`config.mk`:
```
export PLATFORM = sky130hd
export DESIGN_NAME = pit_diff
export DESIGN_NICKNAME = d
export VERILOG_FILES = /design/src/sv/pit_pkg.sv /design/src/sv/pit_diff.sv
export SDC_FILE = /design/constraint.sdc
export NUM_CORES = 1
export LEC_CHECK = 0
export BUFFER_PORTS_ARGS = -buffer_cell sky130_fd_sc_hd__buf_2
export CAP_MARGIN = 5
export CORE_MARGIN = 3
export CORE_UTILIZATION = 60
export DETAILED_ROUTE_END_ITERATION = 10
export PLACE_DENSITY = 0.86
export SYNTH_ARGS = -nofsm -noshare
export SYNTH_HDL_FRONTEND = slang
export SYNTH_SLANG_ARGS = --single-unit
```
`constraint.sdc`:
```
create_clock -name clock -period 3.8 [get_ports clock]
set_clock_uncertainty 0.1 [all_clocks]
set_input_delay 0.38 -clock clock [delete_from_list [all_inputs] [get_ports clock]]
set_output_delay 0.38 -clock clock [all_outputs]
set_load 0.02 [all_outputs]
```
`src/sv/pit_pkg.sv`:
```
// shared types and constants for the point-in-triangle test pipeline
// no dependencies; imported by every pit_* module and the top level

package pit_pkg;

   // the only vertex count that describes a triangle
   localparam logic [3:0] VALID_COUNT = 4'd3;

   // per-item flags that travel alongside the arithmetic
   typedef struct packed {
      logic bad_count;   // vertex count was not three
      logic box_ab;      // point within bounding box of segment a-b
      logic box_bc;      // point within bounding box of segment b-c
      logic box_ca;      // point within bounding box of segment c-a
   } flags_type;

endpackage

```
`src/sv/pit_diff.sv`:
```
// stage 1: edge and point difference vectors, bounding box checks, count check
// depends on pit_pkg

module pit_diff import pit_pkg::*; #(
   parameter int COORD_WIDTH = 16
) (
   input  logic                          clock,
   input  logic                          en,
   input  logic signed [COORD_WIDTH-1:0] ax,
   input  logic signed [COORD_WIDTH-1:0] ay,
   input  logic signed [COORD_WIDTH-1:0] bx,
   input  logic signed [COORD_WIDTH-1:0] by_coord,
   input  logic signed [COORD_WIDTH-1:0] cx,
   input  logic signed [COORD_WIDTH-1:0] cy,
   input  logic signed [COORD_WIDTH-1:0] px,
   input  logic signed [COORD_WIDTH-1:0] py,
   input  logic [3:0]                    vertex_count,
   output logic signed [COORD_WIDTH:0]   e0x_ff,
   output logic signed [COORD_WIDTH:0]   e0y_ff,
   output logic signed [COORD_WIDTH:0]   e1x_ff,
   output logic signed [COORD_WIDTH:0]   e1y_ff,
   output logic signed [COORD_WIDTH:0]   wx_ff,
   output logic signed [COORD_WIDTH:0]   wy_ff,
   output logic signed [COORD_WIDTH:0]   bcx_ff,
   output logic signed [COORD_WIDTH:0]   bcy_ff,
   output logic signed [COORD_WIDTH:0]   bpx_ff,
   output logic signed [COORD_WIDTH:0]   bpy_ff,
   output logic signed [COORD_WIDTH:0]   cax_ff,
   output logic signed [COORD_WIDTH:0]   cay_ff,
   output logic signed [COORD_WIDTH:0]   cpx_ff,
   output logic signed [COORD_WIDTH:0]   cpy_ff,
   output flags_type                     flags_ff
);

   localparam int DW = COORD_WIDTH + 1;

   flags_type flags_in;

   // closed interval test, endpoints in either order
   function automatic logic in_span(input logic signed [COORD_WIDTH-1:0] s,
                                    input logic signed [COORD_WIDTH-1:0] t,
                                    input logic signed [COORD_WIDTH-1:0] q);
      return ((q >= s) && (q <= t)) || ((q >= t) && (q <= s));
   endfunction

   always_comb begin
      flags_in.bad_count = (vertex_count != VALID_COUNT);
      flags_in.box_ab    = in_span(ax, bx, px) && in_span(ay, by_coord, py);
      flags_in.box_bc    = in_span(bx, cx, px) && in_span(by_coord, cy, py);
      flags_in.box_ca    = in_span(cx, ax, px) && in_span(cy, ay, py);
   end

   always_ff @(posedge clock) begin
      if (en) begin
         e0x_ff   <= DW'(cx) - DW'(ax);
         e0y_ff   <= DW'(cy) - DW'(ay);
         e1x_ff   <= DW'(bx) - DW'(ax);
         e1y_ff   <= DW'(by_coord) - DW'(ay);
         wx_ff    <= DW'(px) - DW'(ax);
         wy_ff    <= DW'(py) - DW'(ay);
         bcx_ff   <= DW'(cx) - DW'(bx);
         bcy_ff   <= DW'(cy) - DW'(by_coord);
         bpx_ff   <= DW'(px) - DW'(bx);
         bpy_ff   <= DW'(py) - DW'(by_coord);
         cax_ff   <= DW'(ax) - DW'(cx);
         cay_ff   <= DW'(ay) - DW'(cy);
         cpx_ff   <= DW'(px) - DW'(cx);
         cpy_ff   <= DW'(py) - DW'(cy);
         flags_ff <= flags_in;
      end
   end

endmodule

```
==> results.cfg, run 1 <==
[outcome]
outcome = completed

[worst_setup_path]
crit_path_start = ax[1]
startpoint_type = input port
cp_max_fo = 5
critPathBufInv = 3
slowest_stage = nor4_1
cp_common_cell = o31ai_1
crit_type = input port to flip-flop
cp_slowest_stage_delay_ps = 420
path_cells = buf_2, inv_1, ha_1, nor2b_1, o31a_1, nor4_1, o31ai_1, o31ai_1, buf_4, o21ai_0, xor2_1
crit_path_end_kind = flip-flop
cp_top_family = compound AO/OA/AOI/OAI gates
cp.arrival_ps = 2850
required_ps = 4000

[timing]
drv_slew = 0
fmax_mhz = 377
rsz0062_at_grt = false
min_period_over_period_pct = 69.8
hold_violations = 0
setup-tns-final_ps = 0
tightest_slew_ps = 670
setup_viol = 0
slew_headroom_pct = 54.9
period_needed_ps = 2650

[grt]
grt_pass1_vias = 15600
gr-total-overflow = 0
grt_pass1_wl_um = 88400
grt_max_degree = 82
antenna_found_initial = 3
grtUsageTotal_pct = 34.4

[synth]
yosysWarnings = 0
async_flop_share_pct = 0
synthDominantCellAreaShare_pct = 39.4
yosysTopAreaCell = edfxtp_1
synth_nets = 2192
ys_ff_latch = 240
syn-cell-area_mm2 = 0.0183
yosysUniqueCellTypes = 72
synthesis.instances = 1814
yosys-top-cells-area = edfxtp_1 39%, ha_1 16%, xnor2_1 5.8%, a21oi_1 3.9%, inv_1 3.4%
synth_edf_count = 240
ys.flop_type = edfxtp_1
ys_seq_area_share_pct = 39.4
syn_area_per_cell_um2 = 10.1

[floorplan]
start_util_pct = 61.3
rows = 63
die_width_um = 180
die_h_um = 180
core_mm2 = 0.0298
die_area_mm2 = 0.0326
pin_count = 376

[clock_network]
cts.htree.levels = 1
cts-root-buf = clkbuf_16
cts.path.max_buffers = 3
clock-sinks = 240
cts_tree = done
cts_buffers = 28
clk_pin_slew_ps = 60

[detailed_routing]
route.detailed.drc = 0
vias_per_cell = 6.19
finalWirelength_um = 58000
dr.first_iter.drc_count = 1666
num_vias = 16200
wl_per_cell_um = 22.2
first_pass_iters = 5
final_antenna_net_count = 0

[placed_design]
port_buffers = 375
placed_area_mm2 = 0.0206
place_inst = 2556
dp_hpwl_um = 47000
routabilityCongestion = 1.04

[final_layout]
finalNetCount = 2576
final_cells = 2610
drive_above_1_share_pct = 20.4
fin_area_mm2 = 0.0216
area_growth_syn_to_layout_pct = 18.0

[job]
max_cap_viol_count = 0

[power]
power_leakage_nw = 9.78
power_density_mw_per_mm2 = 447
peakVddDrop_mv = 0.348

[hold_path]
hp-class = input port to flip-flop
hp-start = cx[0]
==> cells in the mapped netlist, types with 44 or more instances <==
cell type  count
nor2b_1       45
a21oi_1      143
nand2_1       76
inv_1        167
edfxtp_1     240
xor2_1        44
o21ai_0       99
a21o_1        68
xnor2_1      122
nor2_1       122
ha_1         230
==> cell type report <==
cell class,instances,area (um2)
Sequential cell,240,7210
Tap cell,390,488
Inverter,167,627
Clock buffer,31,733
Multi-Input combinational cell,1376,10300
Clock inverter,20,198
Antenna cell,1,2.50
Fill cell,2244,8250
Timing Repair Buffer,385,1990
==> power breakdown <==
part           switching [mW]  leakage (nW)  internal, mW
sequential              0.165          2.35          3.48
clock                    1.15         0.444          1.60
combinational            2.07          6.99          1.18
==> sequential cells by signal, summed over array words and instances (netlist names) <==
register / cells
bcx_ff: 17
cpy_ff: 17
bcy_ff: 17
cax_ff: 17
wy_ff: 17
wx_ff: 17
e1y_ff: 17
e0y_ff: 17
bpx_ff: 17
cay_ff: 16
flags_ff: 4
e0x_ff: 16
e1x_ff: 17
bpy_ff: 17
cpx_ff: 17
==> layer usage <==
metal	vias up	routed length (um)	global-route usage (%)
met1	7616	22200	43.5
met4	4	2790	13.2
li1	7447	-	-
met5	-	23	0
met3	168	4940	5.15
met2	923	28100	59.8
==> per-stage QoR <==
step	utilization, %	worst slack, ps	power [mW]	hold WS (ps)
2_1_floorplan	-	1240	5.73	392
3_3_place_gp	69.1	714	6.79	546
6_report	72.3	1150	9.63	159
4_1_cts	72.3	1250	9.61	142
3_5_place_dp	69.1	671	6.86	549
5_1_grt	72.3	973	10.0	186
==> cell usage in the layout (no fill, tap or decap), types with 6 or more instances in the layout <==
cell type	instances
a21oi_1	143
or2_2	9
fa_1	14
o22ai_1	6
nand2b_1	34
o21ai_0	99
o211ai_1	12
nand3_1	31
a21o_1	68
nor2b_1	45
nor3_1	37
buf_4	6
o31a_1	19
o21a_1	37
buf_2	374
or3_1	10
edfxtp_1	240
clkbuf_16	29
xor2_1	44
nor2_1	122
a21boi_0	7
xnor2_1	122
a211oi_1	16
inv_1	167
nand2_1	76
o21bai_1	18
ha_1	230
mux2i_1	6
o31ai_1	15
nand4_1	25
a31oi_1	13
and3_1	14
nor4_1	12
==> path summary, 6_finish.rpt <==
path                     end  slack (ps)  depth (start not counted)
setup / recovery  e1x_ff[15]        1150                         11
hold / removal     cax_ff[0]         160                          3
==> repair_timing <==
item                                   4_1_cts  5_1_grt
gates resized for setup                      0        0
setup buffers                                0        0
endpoints found under the hold margin        1        0
hold buffers                                 2        0
==> logic make-up after synthesis <==
kind of cell | Yosys count | share of synthesized area [%]
XOR/XNOR | 166 | 7.96
adder cells (fa/ha/maj) | 244 | 17.3
AO/OA/AOI/OAI | 520 | 18.7
AND/OR/NAND/NOR | 436 | 11.9
buffers and inverters | 198 | 4.15
flip-flops | 240 | 39.4
multiplexers | 10 | 0.575
Power figures use the tool's default switching activity.
==> inputs of run 2 (changes only) <==
Settings changed: CORE_UTILIZATION 60 to 57, PLACE_DENSITY 0.86 to 0.83.
Clock period 3.8 ns to 2.5 ns, I/O delays scaled along.
==> run 2 against run 1 <==
  * Largest power group unchanged
  * Non-clock buffer count increased by 253
  * Final area up 8.9%
  * Routed wire length is 6.0% higher
==> results.cfg, run 2 (synthesis gave the netlist of run 1 again) <==
[outcome]
outcome = completed

[job]
max_cap_viol_count = 0

[timing]
setup_viol = 0
min_period_over_period_pct = 96.5
hold_violations = 0
fmax_mhz = 414
rsz0062_at_grt = false
drv_slew = 0
slew_headroom_pct = 52.7
period_needed_ps = 2410
whs_ps = 47.2
tightest_slew_ps = 702
fin_ws_ps = 86.9

[final_layout]
final_common_cell = buf_2
fin_area_mm2 = 0.0235
final_cells = 2872
finalNetCount = 2829
drive_above_1_share_pct = 28.6
area_growth_syn_to_layout_pct = 28.5
n_fill_cell = 2229
mostFrequentLayoutCells = 374 x buf_2, 257 x buf_4, 240 x edfxtp_1

[clock_network]
clk_pin_slew_ps = 60
cts.htree.levels = 1
postCtsSetupRepairBufs = 0
clock-sinks = 240
cts_buffers = 28
cts.path.max_buffers = 3
cts-root-buf = clkbuf_16
cts_tree = done

[detailed_routing]
wl_per_cell_um = 21.4
num_vias = 17300
final_antenna_net_count = 0
first_pass_iters = 6
dr.first_iter.drc_count = 1489
vias_per_cell = 6.02
finalWirelength_um = 61500
route.detailed.drc = 0

[floorplan]
die_width_um = 185
die_h_um = 185
pin_count = 376
core_mm2 = 0.0311
start_util_pct = 58.8
die_area_mm2 = 0.0342
rows = 64

[placed_design]
port_buffers = 375
dpl_worst_slack_ps = -363
dp_hpwl_um = 50000
place_inst = 2815
placed_area_mm2 = 0.0225
routabilityCongestion = 1.01

[power]
power_density_mw_per_mm2 = 644
p_int_mw = 9.88
swShare_pct = 34.7
clockPowerShare_pct = 27.4
power_leakage_nw = 11.0
total_power_mw = 15.1
pwr-share-seq_pct = 36.6
peakVddDrop_mv = 0.557
p_comb_share_pct = 36.0
p_switching_mw = 5.24

[worst_setup_path]
cp_slowest_stage_delay_ps = 400
critPathBufInv = 3
cp_max_fo = 4
path_cells = buf_2, buf_4, ha_1, fa_1, nor2b_1, o21ai_0, a21oi_1, o41ai_1, buf_4, a311oi_1, o22ai_1
cp_common_cell = buf_4
cp_top_family = compound AO/OA/AOI/OAI gates
cp.arrival_ps = 2590
startpoint_type = input port
slowest_stage = fa_1
crit_path_end_kind = flip-flop
crit_type = input port to flip-flop
crit_path_start = ay[0]
required_ps = 2680

[grt]
grt_max_degree = 56
grtUsageTotal_pct = 34.7
grt_pass1_wl_um = 92400
grt_pass1_vias = 17000
antenna_found_initial = 11
gr-total-overflow = 0

[hold_path]
hp-start = cx[0]
hp-class = input port to flip-flop
run 2: final timing paths:
path                          to  slack (ps)  depth (start not counted)
worst max-delay path  e0y_ff[16]          90                         11
worst min-delay path   cax_ff[0]          50                          3
run 2: power by group through the flow:
| stage | Sequential, mW | Combinational [mW] | Clock, mW |
|---|---|---|---|
| after floorplan | 6.35 | 2.37 | 0 |
| after global placement | 5.59 | 5.23 | 0 |
| after detailed placement | 5.59 | 5.34 | 0 |
| after CTS | 5.53 | 5.39 | 4.17 |
| after global routing | 5.57 | 5.86 | 4.33 |
| final | 5.53 | 5.45 | 4.14 |
run 2: final cells by class:
cell class | instances | area [um2] | area share [%]
clock buffers | 30 | 729 | 3.11
clock inverters | 21 | 185 | 0.789
diodes | 4 | 10.0 | 0.0426
inverters | 167 | 627 | 2.67
multi-input cells | 1376 | 10300 | 43.9
repair buffers | 638 | 3920 | 16.7
flip-flops and latches | 240 | 7210 | 30.7
well taps | 396 | 495 | 2.11
run 2: layer usage:
metal	vias up	global-route usage, %	wire (um)
li1	7970	-	-
met1	8123	43.3	23700
met2	979	59.0	28900
met3	214	6.38	5750
met4	14	15.1	3100
met5	-	0	84
run 2: stage by stage:
stage          setup TNS, ps  util, %
4_1_cts                    0     75.5
3_5_place_dp          -19130     72.5
2_1_floorplan              0        -
3_3_place_gp          -16250     72.5
5_1_grt                    0     75.6
6_report                   0     75.6
run 2: timing repair:
| item | CTS | global route |
|---|---|---|
| gates resized for setup | 0 | 1 |
| endpoints found under the setup margin | 0 | 2 |
| hold buffers | 2 | 0 |
| endpoints found under the hold margin | 1 | 0 |
